$ cat src/rtl/signed_radix_digit_emitter_assert.svh
// Assertion macros for the signed radix digit emitter.
// Included by the top level; depends on nothing else.
`ifndef SIGNED_RADIX_DIGIT_EMITTER_ASSERT_SVH
`define SIGNED_RADIX_DIGIT_EMITTER_ASSERT_SVH

// Same-cycle implication, disabled during reset.
`define SRDE_ASSERT_HOLD(lbl, clk, rstn, ante, cons, msg) \
  lbl: assert property (@(posedge clk) disable iff (!rstn) (ante) |-> (cons)) \
    else $error(msg);

// Next-cycle implication, disabled during reset.
`define SRDE_ASSERT_NEXT(lbl, clk, rstn, ante, cons, msg) \
  lbl: assert property (@(posedge clk) disable iff (!rstn) (ante) |=> (cons)) \
    else $error(msg);

`endif

$ cat src/rtl/srde_pkg.sv
// Shared types, constants and the digit-to-ASCII function of the emitter.
// No dependencies.
package srde_pkg;

  localparam int MAG_W   = 64;
  localparam int NIB_W   = 4;
  localparam int DIGITS  = 20;
  localparam int DIG_W   = DIGITS * NIB_W;
  localparam int ND_W    = 5;
  localparam int CHAR_W  = 7;
  localparam int MODE_W  = 2;

  localparam logic [MODE_W-1:0] MODE_DEC  = 2'd0;
  localparam logic [MODE_W-1:0] MODE_LHEX = 2'd1;

  localparam logic [CHAR_W-1:0] CH_MINUS = 7'h2D;
  localparam logic [CHAR_W-1:0] CH_ZERO  = 7'h30;
  localparam logic [CHAR_W-1:0] CH_LA    = 7'h61;
  localparam logic [CHAR_W-1:0] CH_UA    = 7'h41;

  typedef struct packed {
    logic              valid;
    logic              neg;
    logic              upper;
    logic [ND_W-1:0]   nd;
    logic [DIG_W-1:0]  digits;
  } srde_res_t;

  function automatic logic [CHAR_W-1:0] digit_char(input logic [NIB_W-1:0] nib,
                                                   input logic upper);
    logic [CHAR_W-1:0] ext;
    ext = {{(CHAR_W-NIB_W){1'b0}}, nib};
    if (nib < 4'd10) begin
      digit_char = CH_ZERO + ext;
    end else if (upper) begin
      digit_char = CH_UA + ext - 7'd10;
    end else begin
      digit_char = CH_LA + ext - 7'd10;
    end
  endfunction

endpackage

$ cat src/rtl/srde_if.sv
// Valid/ready channel interfaces for input words and character words.
// Depends on srde_pkg.
interface srde_in_if;
  logic                              valid;
  logic                              ready;
  logic signed [srde_pkg::MAG_W-1:0] value;
  logic [srde_pkg::MODE_W-1:0]       mode;
  modport source (output valid, value, mode, input ready);
  modport sink   (input valid, value, mode, output ready);
endinterface

interface srde_out_if;
  logic                         valid;
  logic                         ready;
  logic [srde_pkg::CHAR_W-1:0]  character;
  logic [srde_pkg::ND_W-1:0]    char_count;
  logic                         last;
  modport source (output valid, character, char_count, last, input ready);
  modport sink   (input valid, character, char_count, last, output ready);
endinterface

$ cat src/rtl/srde_conv.sv
// Conversion sequencer: shift-and-add-3 over 64 steps for decimal, direct
// nibble load for hex, then leading-zero trim one digit per cycle. Uses srde_pkg.
module srde_conv (
  input  logic                              clk,
  input  logic                              rst_n,
  input  logic                              start,
  input  logic signed [srde_pkg::MAG_W-1:0] value,
  input  logic [srde_pkg::MODE_W-1:0]       mode,
  output logic                              idle,
  output srde_pkg::srde_res_t               res
);

  localparam int STEP_W = $clog2(srde_pkg::MAG_W);
  localparam int NIB    = srde_pkg::NIB_W;
  localparam int DW     = srde_pkg::DIG_W;

  typedef enum logic [1:0] {S_IDLE, S_SHIFT, S_TRIM, S_DONE} state_t;

  state_t                          state_r;
  logic [srde_pkg::MAG_W-1:0]      bin_r;
  logic [DW-1:0]                   bcd_r;
  logic [STEP_W-1:0]               step_r;
  logic [srde_pkg::ND_W-1:0]       nd_r;
  logic                            neg_r;
  logic                            upper_r;
  srde_pkg::srde_res_t             res_r;

  logic [srde_pkg::MAG_W-1:0]      mag;
  logic [DW-1:0]                   bcd_adj;

  assign mag = value[srde_pkg::MAG_W-1] ? (~value + 64'd1) : value;

  // add 3 to every digit of 5 or more before each shift
  always_comb begin
    for (int i = 0; i < srde_pkg::DIGITS; i++) begin
      bcd_adj[i*NIB +: NIB] = (bcd_r[i*NIB +: NIB] >= 4'd5) ?
                              bcd_r[i*NIB +: NIB] + 4'd3 : bcd_r[i*NIB +: NIB];
    end
  end

  always_ff @(posedge clk) begin
    if (!rst_n) begin
      state_r     <= S_IDLE;
      res_r.valid <= 1'b0;
    end else begin
      res_r.valid <= 1'b0;
      unique case (state_r)
        S_IDLE: begin
          if (start) begin
            neg_r   <= value[srde_pkg::MAG_W-1];
            upper_r <= (mode != srde_pkg::MODE_LHEX);
            nd_r    <= srde_pkg::ND_W'(srde_pkg::DIGITS);
            step_r  <= '0;
            if (mode == srde_pkg::MODE_DEC) begin
              bcd_r   <= '0;
              bin_r   <= mag;
              state_r <= S_SHIFT;
            end else begin
              bcd_r   <= {{(DW-srde_pkg::MAG_W){1'b0}}, mag};
              state_r <= S_TRIM;
            end
          end
        end
        S_SHIFT: begin
          bcd_r  <= {bcd_adj[DW-2:0], bin_r[srde_pkg::MAG_W-1]};
          bin_r  <= {bin_r[srde_pkg::MAG_W-2:0], 1'b0};
          step_r <= step_r + 1'b1;
          if (step_r == STEP_W'(srde_pkg::MAG_W - 1)) begin
            state_r <= S_TRIM;
          end
        end
        S_TRIM: begin
          if (nd_r > 5'd1 && bcd_r[DW-1 -: NIB] == '0) begin
            bcd_r <= {bcd_r[DW-NIB-1:0], {NIB{1'b0}}};
            nd_r  <= nd_r - 1'b1;
          end else begin
            res_r.valid  <= 1'b1;
            res_r.neg    <= neg_r;
            res_r.upper  <= upper_r;
            res_r.nd     <= nd_r;
            res_r.digits <= bcd_r;
            state_r      <= S_DONE;
          end
        end
        S_DONE: begin
          state_r <= S_IDLE;
        end
        default: state_r <= S_IDLE;
      endcase
    end
  end

  assign idle = (state_r == S_IDLE);
  assign res  = res_r;

endmodule

$ cat src/rtl/srde_emit.sv
// Character emitter: sign then digits, most significant first, through a
// registered output word with count and last flag. Uses srde_pkg, srde_out_if.
module srde_emit (
  input  logic                 clk,
  input  logic                 rst_n,
  input  srde_pkg::srde_res_t  res,
  output logic                 busy,
  srde_out_if.source           out_chan
);

  localparam int NIB = srde_pkg::NIB_W;
  localparam int DW  = srde_pkg::DIG_W;

  logic                          sign_r;
  logic                          upper_r;
  logic [srde_pkg::ND_W-1:0]     rem_r;
  logic [DW-1:0]                 dig_r;
  logic                          out_valid_r;
  logic [srde_pkg::CHAR_W-1:0]   out_char_r;
  logic [srde_pkg::ND_W-1:0]     out_cnt_r;
  logic                          out_last_r;

  logic                          have_more;
  logic                          take;
  logic [srde_pkg::CHAR_W-1:0]   char_nxt;
  logic                          last_nxt;

  always_comb begin
    have_more = sign_r || (rem_r != '0);
    take      = have_more && (!out_valid_r || out_chan.ready);
    if (sign_r) begin
      char_nxt = srde_pkg::CH_MINUS;
      last_nxt = (rem_r == '0);
    end else begin
      char_nxt = srde_pkg::digit_char(dig_r[DW-1 -: NIB], upper_r);
      last_nxt = (rem_r == 5'd1);
    end
  end

  always_ff @(posedge clk) begin
    if (!rst_n) begin
      sign_r      <= 1'b0;
      rem_r       <= '0;
      out_valid_r <= 1'b0;
    end else if (res.valid) begin
      sign_r    <= res.neg;
      upper_r   <= res.upper;
      rem_r     <= res.nd;
      dig_r     <= res.digits;
      out_cnt_r <= '0;
    end else if (take) begin
      if (sign_r) begin
        sign_r <= 1'b0;
      end else begin
        dig_r <= {dig_r[DW-NIB-1:0], {NIB{1'b0}}};
        rem_r <= rem_r - 1'b1;
      end
      out_char_r  <= char_nxt;
      out_cnt_r   <= out_cnt_r + 1'b1;
      out_last_r  <= last_nxt;
      out_valid_r <= 1'b1;
    end else if (out_chan.ready) begin
      out_valid_r <= 1'b0;
    end
  end

  assign busy                = out_valid_r || have_more;
  assign out_chan.valid      = out_valid_r;
  assign out_chan.character  = out_char_r;
  assign out_chan.char_count = out_cnt_r;
  assign out_chan.last       = out_last_r;

endmodule

$ cat src/rtl/signed_radix_digit_emitter.sv
// Signed 64-bit to decimal / hex ASCII text, one character word per cycle while the sink
// is ready; the 64-step shift loop (decimal only) and the leading-zero trim come first.
// Flow: one item at a time; a new input word is taken only when the sequencer is idle and
//   every character word of the previous item has gone out.
// Reset: synchronous active-low rst_n clears sequencer state and output valid.
// Depends on srde_pkg, srde_if, srde_conv, srde_emit and the assertion header.
`include "signed_radix_digit_emitter_assert.svh"

module signed_radix_digit_emitter (
  input  logic        clk,
  input  logic        rst_n,
  srde_in_if.sink     in_chan,
  srde_out_if.source  out_chan
);

  logic                 conv_idle;
  logic                 emit_busy;
  logic                 in_take;
  srde_pkg::srde_res_t  res;

  assign in_chan.ready = conv_idle && !emit_busy;
  assign in_take       = in_chan.valid && in_chan.ready;

  srde_conv u_conv (
    .clk   (clk),
    .rst_n (rst_n),
    .start (in_take),
    .value (in_chan.value),
    .mode  (in_chan.mode),
    .idle  (conv_idle),
    .res   (res)
  );

  srde_emit u_emit (
    .clk      (clk),
    .rst_n    (rst_n),
    .res      (res),
    .busy     (emit_busy),
    .out_chan (out_chan)
  );

  `SRDE_ASSERT_NEXT(a_busy_after_take, clk, rst_n, in_take, !in_chan.ready, "ready after take")
  `SRDE_ASSERT_HOLD(a_no_take_while_out, clk, rst_n, out_chan.valid, !in_chan.ready, "ready with output pending")
  `SRDE_ASSERT_NEXT(a_last_ends, clk, rst_n, out_chan.valid && out_chan.ready && out_chan.last, !out_chan.valid, "word after last")
  `SRDE_ASSERT_NEXT(a_no_gap, clk, rst_n, out_chan.valid && out_chan.ready && !out_chan.last, out_chan.valid, "gap inside number")

endmodule

$ cat src/flat_wrapper.sv
// flat-port wrapper written by rule: the top's interface ports become plain ports
module signed_radix_digit_emitter_flat 
  (clk, rst_n, in_chan_valid, in_chan_value, in_chan_mode, in_chan_ready, out_chan_valid, out_chan_character, out_chan_char_count, out_chan_last, out_chan_ready);
  srde_in_if in_chan_i ();
  srde_out_if out_chan_i ();
  input  logic clk;
  input  logic rst_n;
  input wire logic [$bits(in_chan_i.valid)-1:0] in_chan_valid;
  input wire logic [$bits(in_chan_i.value)-1:0] in_chan_value;
  input wire logic [$bits(in_chan_i.mode)-1:0] in_chan_mode;
  output wire logic [$bits(in_chan_i.ready)-1:0] in_chan_ready;
  output wire logic [$bits(out_chan_i.valid)-1:0] out_chan_valid;
  output wire logic [$bits(out_chan_i.character)-1:0] out_chan_character;
  output wire logic [$bits(out_chan_i.char_count)-1:0] out_chan_char_count;
  output wire logic [$bits(out_chan_i.last)-1:0] out_chan_last;
  input wire logic [$bits(out_chan_i.ready)-1:0] out_chan_ready;
  assign in_chan_i.valid = in_chan_valid;
  assign in_chan_i.value = in_chan_value;
  assign in_chan_i.mode = in_chan_mode;
  assign in_chan_ready = in_chan_i.ready;
  assign out_chan_valid = out_chan_i.valid;
  assign out_chan_character = out_chan_i.character;
  assign out_chan_char_count = out_chan_i.char_count;
  assign out_chan_last = out_chan_i.last;
  assign out_chan_i.ready = out_chan_ready;
  signed_radix_digit_emitter u_core (.clk(clk), .rst_n(rst_n), .in_chan(in_chan_i), .out_chan(out_chan_i));
endmodule
$ cat config.mk
export PLATFORM = sky130hd
export DESIGN_NAME = signed_radix_digit_emitter_flat
export DESIGN_NICKNAME = d
export VERILOG_FILES = /design/src/rtl/srde_pkg.sv /design/src/rtl/srde_if.sv /design/src/rtl/srde_conv.sv /design/src/rtl/srde_emit.sv /design/src/rtl/signed_radix_digit_emitter.sv /design/src/flat_wrapper.sv
export VERILOG_INCLUDE_DIRS = /design/src /design/src/rtl
export SDC_FILE = /design/constraint.sdc
export NUM_CORES = 1
export LEC_CHECK = 0
export BUFFER_PORTS_ARGS = -buffer_cell sky130_fd_sc_hd__buf_2
export CORE_MARGIN = 3
export CORE_UTILIZATION = 42
export DETAILED_ROUTE_END_ITERATION = 10
export GPL_TIMING_DRIVEN = 0
export PLACE_DENSITY = 0.59
export SLEW_MARGIN = 20
export SYNTH_ARGS = -nofsm -noshare
export SYNTH_HDL_FRONTEND = slang
export SYNTH_HIERARCHICAL = 1
export SYNTH_SLANG_ARGS = --single-unit
export TNS_END_PERCENT = 5
$ cat constraint.sdc
create_clock -name clk -period 9.4 [get_ports clk]
set_input_delay 1.41 -clock clk [delete_from_list [all_inputs] [get_ports clk]]
set_output_delay 1.41 -clock clk [all_outputs]
set_load 0.03 [all_outputs]
==> impl_metrics.ini, run 1 <==
[outcome]
status = complete, no violations

[final_layout]
drive_above_1_share = 0.146
design.final.nets = 1734
area_delta_synth_final_pct = 14.9
antennaDiodeCount = 0
filler_cell_count = 3723
final_cell_count_no_fill = 2179
layout.core_utilization = 0.490

[worst_hold_path]
worst_hold_startpoint = u_core/u_conv/res[85]
holdPathStages = 0
timing.hold.worst_endpoint = u_core/u_emit/upper_r
worstHoldPathType = register to register

[sta]
fin_hold_ws_ns = 0.418
tns_ns = 0
remaining_max_slew_budget_at_the_tightest_pin = 0.282
max_slew.worst_pin.slew_ns = 1.07
final.setup_skew_ns = 0.0232
slew_violations = 0
postLayoutSetupSlackWorst_ns = 5.26
finalWorstPathRequiredPeriod_ns = 4.14
period_share = 0.440
hold_viol_final = 0
setup-violations-final = 0
unrepaired_setup_endpoints_after_global_routing = false
achievable-frequency_ghz = 0.242

[clock_tree]
cts.path.max_buffers = 3
clock-sinks = 348
cts_post_setup_buffers_inserted = 0
clkSlewWorstSetupHoldPaths_ns = 0.06
worstSkewPairLatency_ns = 0.56
tritoncts.num_buffers = 39
cts_tree = built
cts.htree.levels = 2
cts_hold_buf = 0
clk_root_buffer_cell = clkbuf_16
post_cts_resized = 0

[critical_path]
path_max_fanout = 8
cp_data_required_time_ns = 9.68
path_buf_inv = 1
worstRegToRegCells = 10
critical-path-max-stage-delay_ns = 0.72
cp-start-kind = primary input
timing.critical_path.slowest_stage_cell = nor4_1
crit_chain = buf_2, or4_4, nor4_1, nand3_1, o41ai_1, xor2_1, o21ai_0
reg2reg_setup_slack_ns = 5.41
worst_r2r_startpoint = u_core/u_conv/state_r[1]
worst_path_dominant_cell_family = simple AND/OR/NAND/NOR gates
crit_path_end_kind = register
timing.setup.critical_path_class = primary input to register
regToRegEndpoint = u_core/u_conv/bin_r[55]
worst_ep_arrival_time_ns = 4.42
first_element_of_the_critical_path = in_chan_value[17]

[die]
core.rowCount = 75
core_region_area_um2 = 42000
boundaryPins = 85
floorplan.initialDensity = 0.426
floorplan.die_area_um2 = 45200
floorplan.die.width_um = 213
die_h_um = 213

[synthesis]
total_standard_cell_area_after_synthesis_um2 = 17900
syn-mean-instance-area_um2 = 12.2
yosys_register_bits = 348
seq_area_frac_synth = 0.577
synthArstFlopShare = 0
synth_area_leaders = edfxtp_1 (57%), ha_1 (3.7%), mux2_1 (3.5%)
yosysTopAreaCellShare = 0.566
netlist.top_cell.by_area = edfxtp_1
unique_masters_post_synth = 77
synth-edff-count = 338
yosys_warnings = 6
synthesized_netlist_cell_count = 1474
synth_top_flop_cell = edfxtp_1
syn-num-nets = 1597

[placement]
pre_cts_ws_ns = 4.78
detailed_place_hpwl_um = 33400
global_placer_s_final_weighted_congestion = 0.868
port_buffers = 81
placed_cells_incl_taps = 2109

[power_and_ir_drop]
power_switching_mw = 1.83
p_int_mw = 3.84
total_leakage_power_nw = 7.09
p_per_area_nw_per_um2 = 275
power.clock.fraction = 0.281
pwr-share-comb = 0.279
seq_pwr_share = 0.440
power.share.switching = 0.323
vdd.ir_drop.worst_v = 0.000121

[global_route]
grt_pass1_vias = 12000
maximum_number_of_pins_on_one_net_before_global_route_repair = 36
grt_usage = 0.202
first_pass_grt_wire_length_um = 70200
initial_antenna_violation_count = 0
globalRouteOverflowTotal = 0

[route]
post_drt_wl_per_cell_um = 20.9
drc = 0
detail_route.wirelength_um = 45600
detail_route.vias_per_cell = 5.70
detail_route.first_pass.iterations = 5
detailroute.via_count = 12400
drtIter0Drc = 981
postRouteAntennaNets = 0

[job]
drv_cap = 0
## cell type report
type / instances / area, µm² / area share
buffer: 65 / 256 / 0.0125
sequential: 348 / 10300 / 0.502
tap: 539 / 674 / 0.0327
multi-input combinational: 981 / 7050 / 0.342
timing repair buffer: 96 / 644 / 0.0313
inverter: 80 / 300 / 0.0146
clock buffer: 47 / 1030 / 0.0499
clock inverter: 23 / 299 / 0.0145
## worst max-delay path by stage
stage,to,slack [ns],cells past startpoint
after detailed placement,u_core/u_conv/bin_r[44],4.78,7
after global placement,u_core/u_conv/bin_r[51],-0.1,4
after floorplan,u_core/u_conv/bin_r[0],2.81,3
after global routing,u_core/u_conv/bin_r[44],5.02,7
after CTS,u_core/u_conv/bin_r[44],5.36,7
final,u_core/u_conv/bin_r[44],5.26,7
## layout by cell type, fill, tap and decap left out, types with 9 or more instances in the layout
cell type	count
a21oi_1	76
a221o_1	20
a222oi_1	15
and2_1	14
buf_2	91
clkbuf_1	58
clkbuf_16	40
clkinv_1	10
dfxtp_1	10
edfxtp_1	338
ha_1	53
inv_1	78
mux2_1	56
mux2_2	47
mux2i_1	23
nand2_1	124
nand2b_1	34
nand3_1	17
nor2_1	68
nor3_1	18
nor3b_1	18
nor4_1	18
o21ai_0	117
o221ai_1	9
o31ai_1	22
o41ai_1	9
or3_1	17
or4_1	14
xnor2_1	56
xor2_1	36
## power groups by stage
stage / clock network [mW] / logic, mW / registers, mW
after floorplan: 0 / 1.03 / 2.50
after global placement: 0 / 1.47 / 2.57
after detailed placement: 0 / 1.57 / 2.52
after CTS: 1.63 / 1.59 / 2.49
after global routing: 1.68 / 1.74 / 2.53
final: 1.59 / 1.58 / 2.49
## Yosys cell counts, drive strengths merged, types with 9 or more instances
| master | number |
|---|---|
| nor4 | 22 |
| clkbuf | 51 |
| nor3b | 18 |
| xor2 | 36 |
| or3 | 18 |
| o21ai | 119 |
| nand3 | 17 |
| or4 | 17 |
| mux2 | 104 |
| edfxtp | 338 |
| buf | 14 |
| a222oi | 15 |
| inv | 80 |
| nand2 | 124 |
| o31ai | 22 |
| nor2 | 70 |
| dfxtp | 10 |
| o221ai | 9 |
| ha | 53 |
| nor3 | 21 |
| a221o | 20 |
| a21oi | 76 |
| and2 | 14 |
| o41ai | 11 |
| mux2i | 23 |
| xnor2 | 56 |
| nand2b | 34 |
## per-layer routing
metal / global-route usage / up-vias / wire, µm
met5: 0 / - / 0
met4: 0.0594 / 0 / 1030
met3: 0.0341 / 81 / 2810
met2: 0.327 / 419 / 21500
met1: 0.282 / 6081 / 20200
li1: - / 5849 / -
## registers in the layout (all words and copies together) (netlist names), 2 cells and up
register and cells:
u_core/u_emit/out_chan.character 7, u_core/u_emit/rem_r 5, u_core/u_conv/res 88, u_core/u_emit/dig_r 80
u_core/u_conv/bcd_r 80, u_core/u_conv/state_r 2, u_core/u_conv/nd_r 5, u_core/u_conv/bin_r 64
u_core/u_emit/out_chan.char_count 5, u_core/u_conv/step_r 6
## metrics by stage
stage	instance area, µm²	total power, mW
after floorplan	17900	3.54
after global placement	19000	4.04
after detailed placement	19300	4.10
after CTS	20600	5.71
after global routing	20600	5.96
final	20600	5.66
## cell families after synthesis
kind of cell / Yosys count / share of synthesized area
AOI/OAI and AO/OA: 323 / 0.119
and+or+nand+nor: 386 / 0.112
buffers and inverters: 145 / 0.0311
xor gates and xnor gates: 92 / 0.0450
DFF: 348 / 0.577
muxes: 127 / 0.0784
adders and majority gates: 53 / 0.0370
(Power assumes the default switching activity.)
==> run 2: changes to the inputs <==
==> constraint.sdc (replaced) <==
create_clock -name clk -period 4.1 [get_ports clk]
set_input_delay 0.615 -clock clk [delete_from_list [all_inputs] [get_ports clk]]
set_output_delay 0.615 -clock clk [all_outputs]
set_load 0.03 [all_outputs]
==> run 2 against run 1 <==
Sequential power grew 130%. Via count shrank 0.88%. Design area shrank 0.34%. First-iteration DRC count grew 4.3%. Utilization shrank 0.17 points. Critical path type is now register to register.
==> impl_metrics.ini, run 2 (synthesized netlist as in run 1, its figures left out) <==
[clock_tree]
tritoncts.num_buffers = 40
post_cts_resized = 0
cts_hold_buf = 0
clk_root_buffer_cell = clkbuf_16
clkSlewWorstSetupHoldPaths_ns = 0.06
cts.path.max_buffers = 3
cts_tree = built
clock-sinks = 348
cts_post_setup_buffers_inserted = 0
worstSkewPairLatency_ns = 0.56
cts.htree.levels = 2

[final_layout]
max_reg_flops = 88
design.final.nets = 1732
antennaDiodeCount = 0
filler_cell_count = 3758
final_cell_count_no_fill = 2178
area_delta_synth_final_pct = 14.5
multi_input_comb_area_um2 = 7050
register_area_um2 = 10300
leading_cell_type_in_the_layout_fill_and_taps_excluded = edfxtp_1
drive_above_1_share = 0.148
finalInstanceArea_um2 = 20500
most-common-layout-cells = edfxtp_1 (338), nand2_1 (124), o21ai_0 (117)
layout.core_utilization = 0.488

[outcome]
status = complete, no violations

[critical_path]
path_max_fanout = 16
cp-start-kind = register
cp_data_required_time_ns = 4.36
timing.setup.critical_path_class = register to register
worst_ep_arrival_time_ns = 3.80
crit_path_end_kind = register

[placement]
placed_area_um2 = 19300
pre_cts_ws_ns = 0.263
port_buffers = 81
detailed_place_hpwl_um = 33500
placed_cells_incl_taps = 2106
global_placer_s_final_weighted_congestion = 0.875

[global_route]
initial_antenna_violation_count = 0
globalRouteOverflowTotal = 0
first_pass_grt_wire_length_um = 69700
grt_usage = 0.202
grt_pass1_vias = 11800
maximum_number_of_pins_on_one_net_before_global_route_repair = 38

[die]
floorplan.initialDensity = 0.426
core.rowCount = 75
core_region_area_um2 = 42000
floorplan.die_area_um2 = 45200
boundaryPins = 85
die_h_um = 213
floorplan.die.width_um = 213

[sta]
achievable-frequency_ghz = 0.282
setup-violations-final = 0
tns_ns = 0
postLayoutSetupSlackWorst_ns = 0.558
finalWorstPathRequiredPeriod_ns = 3.54
slew_violations = 0
unrepaired_setup_endpoints_after_global_routing = false
period_share = 0.864
final.setup_skew_ns = 0.0211
hold_viol_final = 0
fin_hold_ws_ns = 0.281
remaining_max_slew_budget_at_the_tightest_pin = 0.257
max_slew.worst_pin.slew_ns = 1.11

[route]
detailroute.via_count = 12300
drc = 0
drtIter0Drc = 1023
postRouteAntennaNets = 0
post_drt_wl_per_cell_um = 20.8
detail_route.wirelength_um = 45300
detail_route.first_pass.iterations = 5
detail_route.vias_per_cell = 5.66

[power_and_ir_drop]
total_leakage_power_nw = 7.05
vdd.ir_drop.worst_v = 0.000294
p_per_area_nw_per_um2 = 622
power_mw = 12.8

[worst_hold_path]
worstHoldPathType = primary input to register

[job]
drv_cap = 0
[run 2: changes by cell type in the layout (fill, tap and decap cells not counted), moves of 2 or more]
cell and delta:
buf_4 -6, bufinv_16 -4, clkinv_1 -5, clkbuf_1 +2, clkinv_2 +7, clkinvlp_4 +2
buf_8 +4
[run 2: cell type report]
| class | instances | share of cell area |
|---|---|---|
| inverters | 80 | 0.0146 |
| flip-flops and latches | 348 | 0.504 |
| clock inverters | 22 | 0.00945 |
| plain buffers | 65 | 0.0125 |
| multi-input cells | 981 | 0.344 |
| clock buffers | 50 | 0.0516 |
| repair buffers | 93 | 0.0312 |
| well taps | 539 | 0.0328 |
[run 2: critical path: stages (launching register included)]
cell and delay, ns:
dfxtp_1 0.33, inv_1 0.09, ha_1 0.14, clkbuf_1 0.57
clkbuf_1 0.70, mux2i_1 0.27, nor3_4 0.50, buf_8 0.24
buf_8 0.19, buf_8 0.19
[run 2: per-layer routing]
layer  vias to the layer above  part of all wire  wire [µm]  GRT usage
li1                       5835                 -          -          -
met1                      5991              0.44      19800      0.278
met2                       407              0.47      21300      0.330
met3                        88             0.064       2910     0.0320
met4                         0             0.028       1260     0.0642
met5                         -                 0          0          0
[run 2: worst paths after layout]
| kind | from | to | slack [ns] | depth (start not counted) |
|---|---|---|---|---|
| worst min-delay path | in_chan_value[63] | u_core/u_conv/neg_r | 0.28 | 1 |
| worst max register to register | u_core/u_conv/state_r[1] | u_core/u_conv/bin_r[49] | 0.56 | 9 |
| worst max-delay path | u_core/u_conv/state_r[1] | u_core/u_conv/bin_r[49] | 0.56 | 9 |
| worst min register to register | u_core/u_conv/upper_r | u_core/u_conv/res[85] | 0.42 | 0 |
[run 2: report_power, final]
part / leakage, nW / internal (mW) / switching [mW] / total [mW]
clock: 0.611 / 2.02 / 1.41 / 3.43
sequential: 3.21 / 5.17 / 0.541 / 5.71
combinational: 3.23 / 1.39 / 2.23 / 3.63
total: 7.05 / 8.59 / 4.18 / 12.8
==> run 3: changes to the inputs <==
--- a/config.mk
+++ b/config.mk
@@ -6,12 +6,12 @@
 export SDC_FILE = /design/constraint.sdc
 export NUM_CORES = 1
 export LEC_CHECK = 0
-export BUFFER_PORTS_ARGS = -buffer_cell sky130_fd_sc_hd__buf_2
+export BUFFER_PORTS_ARGS = -buffer_cell sky130_fd_sc_hd__buf_4
 export CORE_MARGIN = 3
-export CORE_UTILIZATION = 42
+export CORE_UTILIZATION = 40
 export DETAILED_ROUTE_END_ITERATION = 10
 export GPL_TIMING_DRIVEN = 0
-export PLACE_DENSITY = 0.59
+export PLACE_DENSITY = 0.57
 export SLEW_MARGIN = 20
 export SYNTH_ARGS = -nofsm -noshare
 export SYNTH_HDL_FRONTEND = slang
==> run 3 against run 2 <==
First-iteration DRC count grew 11%. Combinational power grew 1%. Count of clock-buffer cells in the layout fell by 5. Critical path type unchanged. Clock skew decreased by 0.0030 ns. Sequential power is essentially flat. Worst setup slack got worse by 0.29 ns. Largest power group unchanged. Maximum frequency down 7.6%. Sequential share of layout area fell by 0.75 points. Design area is 1.5% higher. Via count up 0.12%.
==> impl_metrics.ini, run 3 (synthesized netlist as in run 1, its figures left out) <==
[final_layout]
drive_above_1_share = 0.145
leading_cell_type_in_the_layout_fill_and_taps_excluded = edfxtp_1
filler_cell_count = 3917
most-common-layout-cells = edfxtp_1 (338), nand2_1 (124), o21ai_0 (117)
max_reg_flops = 88
design.final.nets = 1732
area_delta_synth_final_pct = 16.3
layout.core_utilization = 0.477
antennaDiodeCount = 0

[critical_path]
path_max_fanout = 17
critical-path-max-stage-delay_ns = 0.70
worst_r2r_startpoint = u_core/u_conv/state_r[1]
critical-path-top-cell-by-count = buf_8
first_element_of_the_critical_path = u_core/u_conv/state_r[1]
reg2reg_setup_slack_ns = 0.27
cp-start-kind = register
timing.critical_path.slowest_stage_cell = clkbuf_1
crit_chain = inv_1, ha_1, clkbuf_1, clkbuf_1, mux2i_1, nor3_4, buf_8, buf_8, buf_8, buf_8
cp_data_required_time_ns = 4.36
worst_ep_arrival_time_ns = 4.10
crit_path_end_kind = register
timing.setup.critical_path_class = register to register
path_buf_inv = 7
worst_path_dominant_cell_family = buffers and inverters

[die]
floorplan.die_area_um2 = 47400
core.rowCount = 76
boundaryPins = 85
core_region_area_um2 = 43600
floorplan.initialDensity = 0.411
floorplan.die.width_um = 218
die_h_um = 218

[clock_tree]
tritoncts.num_buffers = 40
clkSlewWorstSetupHoldPaths_ns = 0.06
clock-sinks = 348
worstSkewPairLatency_ns = 0.56
cts_hold_buf = 0
cts_tree = built
post_cts_resized = 0
clk_root_buffer_cell = clkbuf_16
cts.path.max_buffers = 3
cts.htree.levels = 2
cts_post_setup_buffers_inserted = 0

[sta]
setup-violations-final = 0
hold_viol_final = 0
slew_violations = 0
finalWorstPathRequiredPeriod_ns = 3.83
remaining_max_slew_budget_at_the_tightest_pin = 0.290
unrepaired_setup_endpoints_after_global_routing = false
period_share = 0.935
achievable-frequency_ghz = 0.261
final.setup_skew_ns = 0.0181
tns_ns = 0
max_slew.worst_pin.slew_ns = 1.06

[route]
drc = 0
detail_route.vias_per_cell = 5.55
detailroute.via_count = 12300
post_drt_wl_per_cell_um = 20.5
detail_route.first_pass.iterations = 6
postRouteAntennaNets = 0
drtIter0Drc = 1138
detail_route.wirelength_um = 45700

[power_and_ir_drop]
p_per_area_nw_per_um2 = 618
total_leakage_power_nw = 7.13
vdd.ir_drop.worst_v = 0.000280

[placement]
global_placer_s_final_weighted_congestion = 0.873
detailed_place_hpwl_um = 33700
port_buffers = 81

[worst_hold_path]
worst_hold_startpoint = in_chan_value[63]
worstHoldPathType = primary input to register

[global_route]
initial_antenna_violation_count = 1
first_pass_grt_wire_length_um = 71200
maximum_number_of_pins_on_one_net_before_global_route_repair = 48
globalRouteOverflowTotal = 0
grt_usage = 0.193
grt_pass1_vias = 12100

[job]
drv_cap = 0

[outcome]
status = complete, no violations
==> run 3: cell types whose count changed in the layout (fill, tap and decap cells not counted), moves of 4 or more <==
cell      delta
clkbuf_1     -4
buf_2       -81
clkinv_1     +8
clkinv_2     -6
buf_4       +81
==> run 3: area by class of cell <==
| type | count | area, µm² | share of cell area |
|---|---|---|---|
| Buffer | 65 | 256 | 0.0123 |
| Clock inverter | 27 | 260 | 0.0125 |
| Tap cell | 585 | 732 | 0.0351 |
| Multi-Input combinational cell | 981 | 7050 | 0.339 |
| Inverter | 80 | 300 | 0.0144 |
| Sequential cell | 348 | 10300 | 0.497 |
| Timing Repair Buffer | 93 | 866 | 0.0415 |
| Clock buffer | 45 | 1020 | 0.0489 |
==> run 3: layer usage <==
metal	track usage	routed length [µm]	vias to the layer above
li1	-	-	5839
met3	0.0316	2940	88
met1	0.271	20500	5949
met4	0.0646	1390	0
met5	0	0	-
met2	0.308	20900	460
==> run 3: path summary, 6_finish.rpt <==
| check | end | cells after the start |
|---|---|---|
| max | u_core/u_conv/bin_r[48] | 10 |
| min | u_core/u_conv/neg_r | 1 |
| max reg2reg | u_core/u_conv/bin_r[48] | 10 |
| min reg2reg | u_core/u_conv/res[85] | 0 |
==> run 3: stage by stage <==
stage | power [mW] | setup slack [ns] | instance area [µm²] | hold WS [ns] | instances
after global placement | 9.32 | -2.99 | 19300 | 0.405 | 2140
final | 12.9 | 0.266 | 20800 | 0.249 | 2224
after floorplan | 8.10 | -0.956 | 17900 | 0.400 | 1474
after detailed placement | 9.46 | 0.240 | 19600 | 0.408 | 2152
after global routing | 13.6 | 0.127 | 20800 | 0.212 | 2224
after CTS | 13.0 | 0.252 | 20800 | 0.205 | 2224
==> run 3: power breakdown <==
group | internal (mW) | switching [mW] | total, mW
clock | 2.05 | 1.44 | 3.49
combinational | 1.45 | 2.23 | 3.68
sequential | 5.17 | 0.548 | 5.72
